<file path="config.mk">
export PLATFORM = sky130hd
export DESIGN_NAME = operator_identifier_lexer_unit
export DESIGN_NICKNAME = d
export VERILOG_FILES = /design/src/rtl/olex_pkg.sv /design/src/rtl/operator_identifier_lexer_unit.sv /design/src/rtl/olex_step.sv /design/src/rtl/olex_fifo.sv
export SDC_FILE = /design/constraint.sdc
export NUM_CORES = 1
export LEC_CHECK = 0
export ABC_CLOCK_PERIOD_IN_PS = 6300
export BUFFER_PORTS_ARGS = -buffer_cell sky130_fd_sc_hd__buf_4
export CAP_MARGIN = 0
export CORE_ASPECT_RATIO = 1.5
export CORE_MARGIN = 2
export CORE_UTILIZATION = 50
export DETAILED_ROUTE_END_ITERATION = 10
export PLACE_DENSITY = 0.68
export SYNTH_ARGS = -nofsm -noshare
export SYNTH_HDL_FRONTEND = slang
export SYNTH_SLANG_ARGS = --single-unit
</file>
<file path="constraint.sdc">
create_clock -name i_clk -period 6.3 [get_ports i_clk]
set_input_delay 1.26 -clock i_clk [delete_from_list [all_inputs] [get_ports i_clk]]
set_output_delay 1.26 -clock i_clk [all_outputs]
set_load 0.1 [all_outputs]
</file>
<file path="src/rtl/olex_pkg.sv">
// Shared types, character constants and classification functions of the lexer.
package olex_pkg;

    typedef enum logic [2:0] {
        K_IDCHAR  = 3'd0,
        K_IDEND   = 3'd1,
        K_ADDOP   = 3'd2,
        K_MULOP   = 3'd3,
        K_LOGOP   = 3'd4,
        K_EOF     = 3'd5,
        K_ILLEGAL = 3'd6
    } t_kind;

    typedef enum logic [2:0] {
        M_IDLE    = 3'd0,
        M_IDENT   = 3'd1,
        M_SLASH   = 3'd2,
        M_COMMENT = 3'd3,
        M_AMP     = 3'd4,
        M_BAR     = 3'd5,
        M_HALT    = 3'd6
    } t_mode;

    localparam logic [7:0] CH_SP    = 8'h20;
    localparam logic [7:0] CH_TAB   = 8'h09;
    localparam logic [7:0] CH_NL    = 8'h0A;
    localparam logic [7:0] CH_PLUS  = 8'h2B;
    localparam logic [7:0] CH_MINUS = 8'h2D;
    localparam logic [7:0] CH_STAR  = 8'h2A;
    localparam logic [7:0] CH_PCT   = 8'h25;
    localparam logic [7:0] CH_SLASH = 8'h2F;
    localparam logic [7:0] CH_AMP   = 8'h26;
    localparam logic [7:0] CH_BAR   = 8'h7C;

    localparam logic [15:0] LINE_FIRST = 16'd1;
    localparam logic [15:0] LINE_MAX   = 16'hFFFF;

    // Result queue: four entries, so two results per word fit behind up to two waiting results.
    localparam int QD  = 4;
    localparam int QAW = $clog2(QD);
    localparam int QCW = $clog2(QD + 1);

    typedef struct packed {
        t_kind       kind;
        logic [7:0]  value;
        logic [15:0] line;
        logic        last;
    } t_result;

    typedef struct packed {
        t_mode       mode;
        logic [15:0] line;
        logic [1:0]  count;
        t_result     res0;
        t_result     res1;
    } t_step;

    typedef struct packed {
        logic       emit;
        t_kind      kind;
        logic [7:0] value;
        t_mode      mode;
    } t_idle;

    function automatic logic is_letter(input logic [7:0] c);
        return (c >= 8'h61 && c <= 8'h7A) || (c >= 8'h41 && c <= 8'h5A);
    endfunction

    function automatic logic is_digit(input logic [7:0] c);
        return c >= 8'h30 && c <= 8'h39;
    endfunction

    // Handling of one byte or end mark between tokens.
    function automatic t_idle idle_step(input logic [7:0] c, input logic eoi);
        t_idle r;
        r.emit  = 1'b0;
        r.kind  = K_ILLEGAL;
        r.value = 8'h00;
        r.mode  = M_IDLE;
        if (eoi) begin
            r.emit = 1'b1;
            r.kind = K_EOF;
        end else if (c == CH_SP || c == CH_TAB || c == CH_NL) begin
            r.mode = M_IDLE;
        end else if (is_letter(c)) begin
            r.emit  = 1'b1;
            r.kind  = K_IDCHAR;
            r.value = c;
            r.mode  = M_IDENT;
        end else if (c == CH_PLUS || c == CH_MINUS) begin
            r.emit  = 1'b1;
            r.kind  = K_ADDOP;
            r.value = c;
        end else if (c == CH_STAR || c == CH_PCT) begin
            r.emit  = 1'b1;
            r.kind  = K_MULOP;
            r.value = c;
        end else if (c == CH_SLASH) begin
            r.mode = M_SLASH;
        end else if (c == CH_AMP) begin
            r.mode = M_AMP;
        end else if (c == CH_BAR) begin
            r.mode = M_BAR;
        end else begin
            r.emit  = 1'b1;
            r.kind  = K_ILLEGAL;
            r.value = c;
            r.mode  = M_HALT;
        end
        return r;
    endfunction

endpackage

</file>
<file path="src/rtl/operator_identifier_lexer_unit.sv">
// Top level of the operator and identifier lexer with its stream ports.
//
// The lexer takes one source byte per input word, or an end-of-input mark flagged in tuser,
// and delivers tokens as output words: identifier characters one per word followed by an
// identifier-end word, add, multiply and logical operators, end of file, and an illegal-
// character word after which the block ignores all input until reset. Space, tab, newline and
// "//" comments produce nothing, and the saturating line number travels with every word.
// An accepted input word is held in an input register; the lexer logic then updates its mode
// and line count and writes zero, one or two results into a four-entry result queue once the
// queue has room for two, and the head of that queue is offered directly on the output port.
// A new input word is taken every cycle as long as the queue holds at most two results; a
// word that produces two results (an identifier or a lone slash closed by the next token)
// adds an extra output word, so the sustained input rate follows the output rate of one
// word per cycle while the receiver is ready. tlast marks the final result of one input word.
module operator_identifier_lexer_unit
    import olex_pkg::*;
(
    input  logic        i_clk,
    input  logic        i_rst_n,
    input  logic        i_s_axis_tvalid,
    output logic        o_s_axis_tready,
    input  logic [7:0]  i_s_axis_tdata,   // [7:0] ch
    input  logic        i_s_axis_tuser,   // [0] end_of_input
    output logic        o_m_axis_tvalid,
    input  logic        i_m_axis_tready,
    output logic [23:0] o_m_axis_tdata,   // [7:0] value, [23:8] line
    output logic [2:0]  o_m_axis_tuser,   // [2:0] kind
    output logic        o_m_axis_tlast
);

    logic           r_in_valid;
    logic [7:0]     r_ch;
    logic           r_eoi;
    t_mode          r_mode;
    t_mode          n_mode;
    logic [15:0]    r_line;
    logic [15:0]    n_line;
    t_step          step;
    logic           consume;
    logic           accept;
    logic           pop;
    logic [1:0]     push;
    logic [QCW-1:0] q_count;
    t_result        head;

    // The held word is processed only while the queue has room for two results.
    assign consume         = r_in_valid && (q_count <= QCW'(QD - 2));
    assign o_s_axis_tready = !r_in_valid || consume;
    assign accept          = i_s_axis_tvalid && o_s_axis_tready;
    assign push            = consume ? step.count : 2'd0;
    assign pop             = o_m_axis_tvalid && i_m_axis_tready;

    always_ff @(posedge i_clk) begin
        if (accept) begin
            r_ch  <= i_s_axis_tdata;
            r_eoi <= i_s_axis_tuser;
        end
    end

    always_ff @(posedge i_clk) begin
        if (!i_rst_n) begin
            r_in_valid <= 1'b0;
            r_mode     <= M_IDLE;
            r_line     <= LINE_FIRST;
        end else begin
            r_in_valid <= accept || (r_in_valid && !consume);
            r_mode     <= n_mode;
            r_line     <= n_line;
        end
    end

    always_comb begin
        n_mode = r_mode;
        n_line = r_line;
        if (consume) begin
            n_mode = step.mode;
            n_line = step.line;
        end
    end

    olex_step u_step (
        .i_mode (r_mode),
        .i_line (r_line),
        .i_ch   (r_ch),
        .i_eoi  (r_eoi),
        .o_step (step)
    );

    olex_fifo u_fifo (
        .i_clk   (i_clk),
        .i_rst_n (i_rst_n),
        .i_push  (push),
        .i_res0  (step.res0),
        .i_res1  (step.res1),
        .i_pop   (pop),
        .o_count (q_count),
        .o_head  (head)
    );

    assign o_m_axis_tvalid = (q_count != '0);
    assign o_m_axis_tdata  = {head.line, head.value};
    assign o_m_axis_tuser  = head.kind;
    assign o_m_axis_tlast  = head.last;

endmodule

</file>
<file path="src/rtl/olex_step.sv">
// Next-state and result logic of the lexer for one registered input word.
module olex_step
    import olex_pkg::*;
(
    input  t_mode       i_mode,
    input  logic [15:0] i_line,
    input  logic [7:0]  i_ch,
    input  logic        i_eoi,
    output t_step       o_step
);

    t_idle       idle;
    logic [15:0] line_n;
    logic [7:0]  want;

    always_comb begin
        idle   = idle_step(i_ch, i_eoi);
        want   = (i_mode == M_AMP) ? CH_AMP : CH_BAR;
        line_n = i_line;
        if (i_mode != M_HALT && !i_eoi && i_ch == CH_NL && i_line != LINE_MAX) begin
            line_n = i_line + 16'd1;
        end

        o_step            = '0;
        o_step.mode       = i_mode;
        o_step.line       = line_n;
        o_step.res0.line  = line_n;
        o_step.res1.line  = line_n;
        o_step.res0.kind  = idle.kind;
        o_step.res0.value = idle.value;
        o_step.res1.kind  = idle.kind;
        o_step.res1.value = idle.value;

        unique case (i_mode)
            M_HALT: begin
                o_step.count = 2'd0;
            end
            M_IDENT: begin
                if (!i_eoi && (is_letter(i_ch) || is_digit(i_ch))) begin
                    o_step.res0.kind  = K_IDCHAR;
                    o_step.res0.value = i_ch;
                    o_step.count      = 2'd1;
                end else begin
                    o_step.res0.kind  = K_IDEND;
                    o_step.res0.value = 8'h00;
                    o_step.count      = {idle.emit, ~idle.emit};
                    o_step.mode       = idle.mode;
                end
            end
            M_SLASH: begin
                if (!i_eoi && i_ch == CH_SLASH) begin
                    o_step.count = 2'd0;
                    o_step.mode  = M_COMMENT;
                end else begin
                    o_step.res0.kind  = K_MULOP;
                    o_step.res0.value = CH_SLASH;
                    o_step.count      = {idle.emit, ~idle.emit};
                    o_step.mode       = idle.mode;
                end
            end
            M_COMMENT: begin
                if (i_eoi) begin
                    o_step.res0.kind  = K_EOF;
                    o_step.res0.value = 8'h00;
                    o_step.count      = 2'd1;
                    o_step.mode       = M_IDLE;
                end else if (i_ch == CH_NL) begin
                    o_step.count = 2'd0;
                    o_step.mode  = M_IDLE;
                end else begin
                    o_step.count = 2'd0;
                end
            end
            M_AMP, M_BAR: begin
                o_step.count = 2'd1;
                if (!i_eoi && i_ch == want) begin
                    o_step.res0.kind  = K_LOGOP;
                    o_step.res0.value = want;
                    o_step.mode       = M_IDLE;
                end else begin
                    o_step.res0.kind  = K_ILLEGAL;
                    o_step.res0.value = i_eoi ? 8'h00 : i_ch;
                    o_step.mode       = M_HALT;
                end
            end
            default: begin
                o_step.count = {1'b0, idle.emit};
                o_step.mode  = idle.mode;
            end
        endcase

        // The final result of the word carries the last flag.
        o_step.res0.last = (o_step.count == 2'd1);
        o_step.res1.last = 1'b1;
    end

endmodule

</file>
<file path="src/rtl/olex_fifo.sv">
// Small result queue that takes up to two results per cycle and gives one.
module olex_fifo
    import olex_pkg::*;
(
    input  logic             i_clk,
    input  logic             i_rst_n,
    input  logic [1:0]       i_push,
    input  t_result          i_res0,
    input  t_result          i_res1,
    input  logic             i_pop,
    output logic [QCW-1:0]   o_count,
    output t_result          o_head
);

    t_result          r_q [QD];
    logic [QAW-1:0]   r_wr;
    logic [QAW-1:0]   r_rd;
    logic [QCW-1:0]   r_count;
    logic [QAW-1:0]   wr1;

    assign wr1     = r_wr + QAW'(1);
    assign o_count = r_count;
    assign o_head  = r_q[r_rd];

    always_ff @(posedge i_clk) begin
        if (i_push != 2'd0) begin
            r_q[r_wr] <= i_res0;
        end
        if (i_push == 2'd2) begin
            r_q[wr1] <= i_res1;
        end
    end

    always_ff @(posedge i_clk) begin
        if (!i_rst_n) begin
            r_wr    <= '0;
            r_rd    <= '0;
            r_count <= '0;
        end else begin
            r_wr    <= r_wr + QAW'(i_push);
            r_rd    <= r_rd + QAW'(i_pop);
            r_count <= r_count + QCW'(i_push) - QCW'(i_pop);
        end
    end

endmodule

</file>
==> results of run 1 <==
-- per-stage QoR --
step / hold WS (ns) / setup slack, ns / power [W] / utilization
after global placement: 0.4303 / 2.364 / 0.002448 / 0.5371
after CTS: 0.4516 / 2.210 / 0.003456 / 0.5782
after floorplan: 0.4211 / 2.818 / 0.002209 / -
final: 0.4526 / 2.210 / 0.003430 / 0.5782
after global routing: 0.4899 / 1.884 / 0.003561 / 0.5782
after detailed placement: 0.4418 / 2.264 / 0.002456 / 0.5371
-- power by group --
part | switching (W) | leakage (nW) | total, W | internal (W)
Sequential | 0.0000954 | 1.28 | 0.00122 | 0.00113
Clock | 0.000438 | 0.287 | 0.00100 | 0.000564
Combinational | 0.000880 | 1.17 | 0.00120 | 0.000324
-- area by class of cell --
cell class / instances / area, µm² / area share
clock inverter: 14 / 165.2 / 0.01975
sequential: 148 / 4135 / 0.4946
timing repair buffer: 45 / 337.8 / 0.04041
tap: 196 / 245.2 / 0.02933
multi-input combinational: 418 / 2969 / 0.3551
inverter: 21 / 78.83 / 0.009428
clock buffer: 18 / 429.2 / 0.05133
-- kinds of logic after synthesis --
logic type,count (synthesis),synth area share
AOI/OAI and AO/OA,118,0.1106
DFF,148,0.5622
muxes,31,0.08984
and+or+nand+nor,227,0.1487
buffers and inverters,58,0.03403
adders and majority gates,7,0.01293
xor gates and xnor gates,35,0.04169
-- how the worst min path moves through the flow --
| stage | slack [ns] | to | startpoint | cells after the start |
|---|---|---|---|---|
| 2_1_floorplan | 0.42 | u_fifo.r_q[2][0] | u_fifo.r_q[2][0] | 2 |
| 5_1_grt | 0.49 | u_fifo.r_q[3][0] | u_fifo.r_q[3][0] | 2 |
| 3_5_place_dp | 0.44 | u_fifo.r_q[3][0] | u_fifo.r_q[3][0] | 2 |
| 4_1_cts | 0.45 | u_fifo.r_q[3][0] | u_fifo.r_q[3][0] | 2 |
| 6_report | 0.45 | u_fifo.r_q[3][0] | u_fifo.r_q[3][0] | 2 |
| 3_3_place_gp | 0.43 | u_fifo.r_q[2][0] | u_fifo.r_q[2][0] | 2 |
-- placed cells by master (no fill, tap or decap), drive strengths merged, types with 3 or more instances in the layout --
cell	count
inv	28
or3	3
ha	6
clkinv	5
o211a	3
nand2b	4
edfxtp	117
nor3b	3
or2	3
and2	9
mux2i	3
o21ai	18
o21a	4
o211ai	4
nand4	7
a211oi	4
nand3	20
dfxtp	31
nor4	4
nor4b	3
clkbuf	18
xor2	13
nand2	36
buf	45
a21oi	24
a21boi	6
xnor2	22
nor3	4
mux4	28
o22ai	39
nor2b	4
nor2	108
and3	7
-- critical path, cell delays in order, from the launching register on --
cell and delay (ns):
edfxtp_1 0.56, or4_1 0.63, o221ai_2 0.38, nand3_1 0.16, a21oi_1 0.48, nand3_1 0.56, a21boi_4 0.39, inv_2 0.54
-- routing by layer --
metal	global-route usage	wire length (µm)	vias up
li1	-	-	2392
met4	0.1184	782	0
met2	0.4236	9923	221
met5	0	0	-
met3	0.04450	861	40
met1	0.2744	6217	2549
-- registers in the layout, summed over array words and instances (netlist names) --
signal,cells
u_fifo.r_q,112
r_line,16
r_ch,8
r_mode,3
u_fifo.o_count,3
u_fifo.r_rd,2
u_fifo.r_wr,2
r_eoi,1
r_in_valid,1
==> flow_summary.ini, run 1 <==
[outcome]
status = completed

[grt]
track_usage = 0.2412
grt_pass1_vias = 5229
gr-total-overflow = 0
antenna_found_initial = 0
grt_first_pass_wirelength_mm = 28.07
grt_max_degree = 30

[clocking]
cts_tree = built
postCtsHoldBufs = 0
post_cts_resized = 0
clk_latency_ns = 0.43
clock-sinks = 148
post_cts_buffers = 0
cts_buffer_depth = 2
cts-buffers-inserted = 17
clock-root-buffer = clkbuf_16
htreeDepth = 4
path_clk_slew_ns = 0.07

[yosys]
ys_seq_area_frac = 0.5622
syn_nets = 644
async_flop_share = 0
syn_inst = 624
synth_top_area_frac = 0.4778
synthTopCellsByCount = edfxtp_1 (117), nor2_1 (108), o22ai_1 (39)
ys_top_cells_by_area = edfxtp_1 (48%), mux4_2 (8.6%), dfxtp_1 (8.4%)
ys_warn_count = 0
avgSynthCellArea_um2 = 11.78
yosysTopAreaCell = edfxtp_1
ys.flop_type = edfxtp_1
synth_enable_flop_cells = 117
yosys_register_bits = 148
post-synth-top-count-cell = edfxtp_1
netlist-cell-type-count = 66
synth_area_mm2 = 0.007353

[critical_path]
critical_path_class = reg2reg
r2r_end = u_fifo.r_q[0][15]
required_ns = 6.35
crit_path_end_kind = register
rr_startpoint = r_ch[1]
cp_max_fo = 27
critical_path_arrival_ns = 4.14
startpoint_type = register
rrSetupSlack_ns = 2.21
endpoint = u_fifo.r_q[0][15]
r2r_cells = 7
startpoint = r_ch[1]

[routing]
drtPass1Iterations = 5
antenna_left = 0
wl_per_cell_um = 20.68
drtIter0Drc = 282
drc = 0
detail_route.vias_per_cell = 6.049
num_vias = 5202
drt-total-wl_mm = 17.78

[finish]
fin_area_mm2 = 0.008361
fillCellCount = 1243
diodes = 0
final_cells = 860
drive_gt1_frac = 0.1807
syn2layout_area_growth_pct = 13.70
final_nets = 671

[sta]
slew_headroom = 0.2725
finalHoldViolCount = 0
finalSetupViolCount = 0
period_minus_slack_ns = 4.090
tns_ns = 0
fmax_mhz = 244.5
finalCritPeriodShare = 0.6491
finClkSkew_ns = 0.01768
worst_pin_slew_ns = 1.091
slew_viol_final = 0
rsz0062_at_grt = false

[floorplanning]
die_y_um = 152.5
std_cell_rows = 54
start_util = 0.5086
core_mm2 = 0.01446
die_w_um = 103.0
ios = 43
die-area_mm2 = 0.01571

[placed_design]
gp_congestion = 0.9243
dp.cells = 828
placed_area_mm2 = 0.007766
hpwl_mm = 12.44
port_buffers = 42

[power]
ir_drop_v = 0.0002352
powerDensity_mw_per_mm2 = 410.2
power.leakage_nw = 2.730

[hold_path]
worstHoldPathType = reg2reg

[job]
max_cap_viol_count = 0
(Power assumes the default switching activity.)
==> run 2, diff against run 1 <==
Settings changed: ABC_CLOCK_PERIOD_IN_PS 6300 to 3700, PLACE_DENSITY 0.68 to 0.7.
Clock period 6.3 ns to 3.7 ns, I/O delays scaled along.
==> flow_summary.ini, run 2 (synthesis results as in run 1) <==
[floorplanning]
std_cell_rows = 54
ios = 43
die_w_um = 103.0
die-area_mm2 = 0.01571
start_util = 0.5086
core_mm2 = 0.01446
die_y_um = 152.5

[sta]
finalHoldViolCount = 0
rsz0062_at_grt = false
finalCritPeriodShare = 0.9538
slew_headroom = 0.4970
finClkSkew_ns = 0.008222
finalSetupViolCount = 0
hold_ws_ns = 0.4523
period_minus_slack_ns = 3.529
worst_pin_slew_ns = 0.7537
slew_viol_final = 0
fmax_mhz = 283.4
tns_ns = 0

[clocking]
cts-buffers-inserted = 17
path_clk_slew_ns = 0.06
post_cts_resized = 0
post_cts_buffers = 0
postCtsHoldBufs = 0
clk_latency_ns = 0.42
clock-root-buffer = clkbuf_16
cts_buffer_depth = 2
htreeDepth = 4
clock-sinks = 148
cts_tree = built

[power]
power.leakage_nw = 2.884
powerDensity_mw_per_mm2 = 697.2
power_frac_seq = 0.335
power_frac_clock = 0.305
p_switching_w = 0.002374
ir_drop_v = 0.0003614
combPwrFrac = 0.360
swShare = 0.3942
p_int_w = 0.003648

[finish]
syn2layout_area_growth_pct = 17.46
final_cells = 887
reg.largest.list = u_fifo.r_q: 112 flops, r_line: 16 flops, r_ch: 8 flops
largest_reg_flops = 112
regMostFlops = u_fifo.r_q
diodes = 0
final_common_cell = edfxtp_1
final_nets = 698
final_cell_mix = edfxtp_1 (117), nor2_1 (108), buf_4 (69), o22ai_1 (39), nand2_1 (36)
fin_area_mm2 = 0.008637
finish.utilization = 0.5974
drive_gt1_frac = 0.2113

[job]
max_cap_viol_count = 0

[critical_path]
crit_path_end_kind = register
slowest_stage = or4_4
required_ns = 3.98
cp_cell_sequence = or4_4 -> or4b_4 -> and4_4 -> or2_0 -> and2_1 -> inv_1 -> ha_1 -> fa_1 -> xnor2_1 -> xnor2_1 -> nor2_1
startpoint_type = register
max_stage_delay_ns = 0.57
rrSetupSlack_ns = 0.17
critical_path_class = reg2reg
cp_max_fo = 10
critical_path_arrival_ns = 3.81
cpMostUsedCell = xnor2_1

[placed_design]
hpwl_mm = 12.61
port_buffers = 42
dp.cells = 853
gp_congestion = 0.9139
placed_area_mm2 = 0.007991

[grt]
gr-total-overflow = 0
grt_first_pass_wirelength_mm = 28.33
grt_max_degree = 30
track_usage = 0.2383
grt_pass1_vias = 5363
antenna_found_initial = 0

[hold_path]
worstHoldPathType = reg2reg

[routing]
wl_per_cell_um = 20.10
drtIter0Drc = 447
antenna_left = 0
drt-total-wl_mm = 17.83
drc = 0
num_vias = 5317
detail_route.vias_per_cell = 5.994
drtPass1Iterations = 6

[outcome]
status = completed
-- run 2: cell count changes in the layout (fill, tap and decap cells not counted), sizes merged --
cell      previous run  this run
buf                 45        72
bufinv               1         4
inv                 28        25
clkinv               5         4
clkinvlp             1         2
-- run 2: power groups by stage --
stage / clock network, W / logic, W / registers, W
6_report: 0.00184 / 0.00217 / 0.00202
5_1_grt: 0.00192 / 0.00228 / 0.00203
4_1_cts: 0.00186 / 0.00218 / 0.00202
3_5_place_dp: 0 / 0.00217 / 0.00205
2_1_floorplan: 0 / 0.00177 / 0.00199
3_3_place_gp: 0 / 0.00216 / 0.00204
-- run 2: metal layers --
layer / vias to the layer above / part of all wire / track usage / routed length, µm
met5: - / 0 / 0 / 0
met4: 0 / 0.039 / 0.1209 / 693
met3: 40 / 0.044 / 0.04541 / 782
met2: 197 / 0.56 / 0.4233 / 9981
met1: 2631 / 0.36 / 0.2632 / 6373
li1: 2449 / - / - / -
-- run 2: worst paths after layout --
check	start	endpoint	cells past startpoint
max reg2reg	r_ch[4]	u_fifo.o_count[2]	11
min	u_fifo.r_q[1][0]	u_fifo.r_q[1][0]	2
max	r_ch[4]	u_fifo.o_count[2]	11
min reg2reg	u_fifo.r_q[1][0]	u_fifo.r_q[1][0]	2
-- run 2: worst max-delay path: cells and delay by family (launching register included) --
kind	cells	cell delay [ns]
adder cells (fa/ha/maj)	2	0.68
buffers and inverters	1	0.09
XOR/XNOR	2	0.33
flip-flops	1	0.52
AND/OR/NAND/NOR	6	1.77
-- run 2: per-stage QoR --
step | worst slack (ns) | power [W]
2_1_floorplan | 0.2177 | 0.003761
3_3_place_gp | 0.2071 | 0.004201
5_1_grt | 0.02465 | 0.006232
3_5_place_dp | 0.1493 | 0.004223
4_1_cts | 0.1318 | 0.006053
6_report | 0.1708 | 0.006022
-- run 2: final cells by class --
cell class                 instances  area [µm²]
multi-input combinational        418        2969
inverter                          21       78.83
sequential                       148        4135
fill                            1159        5822
clock inverter                    14       201.4
tap                              196       245.2
timing repair buffer              72       578.1
clock buffer                      18       429.2
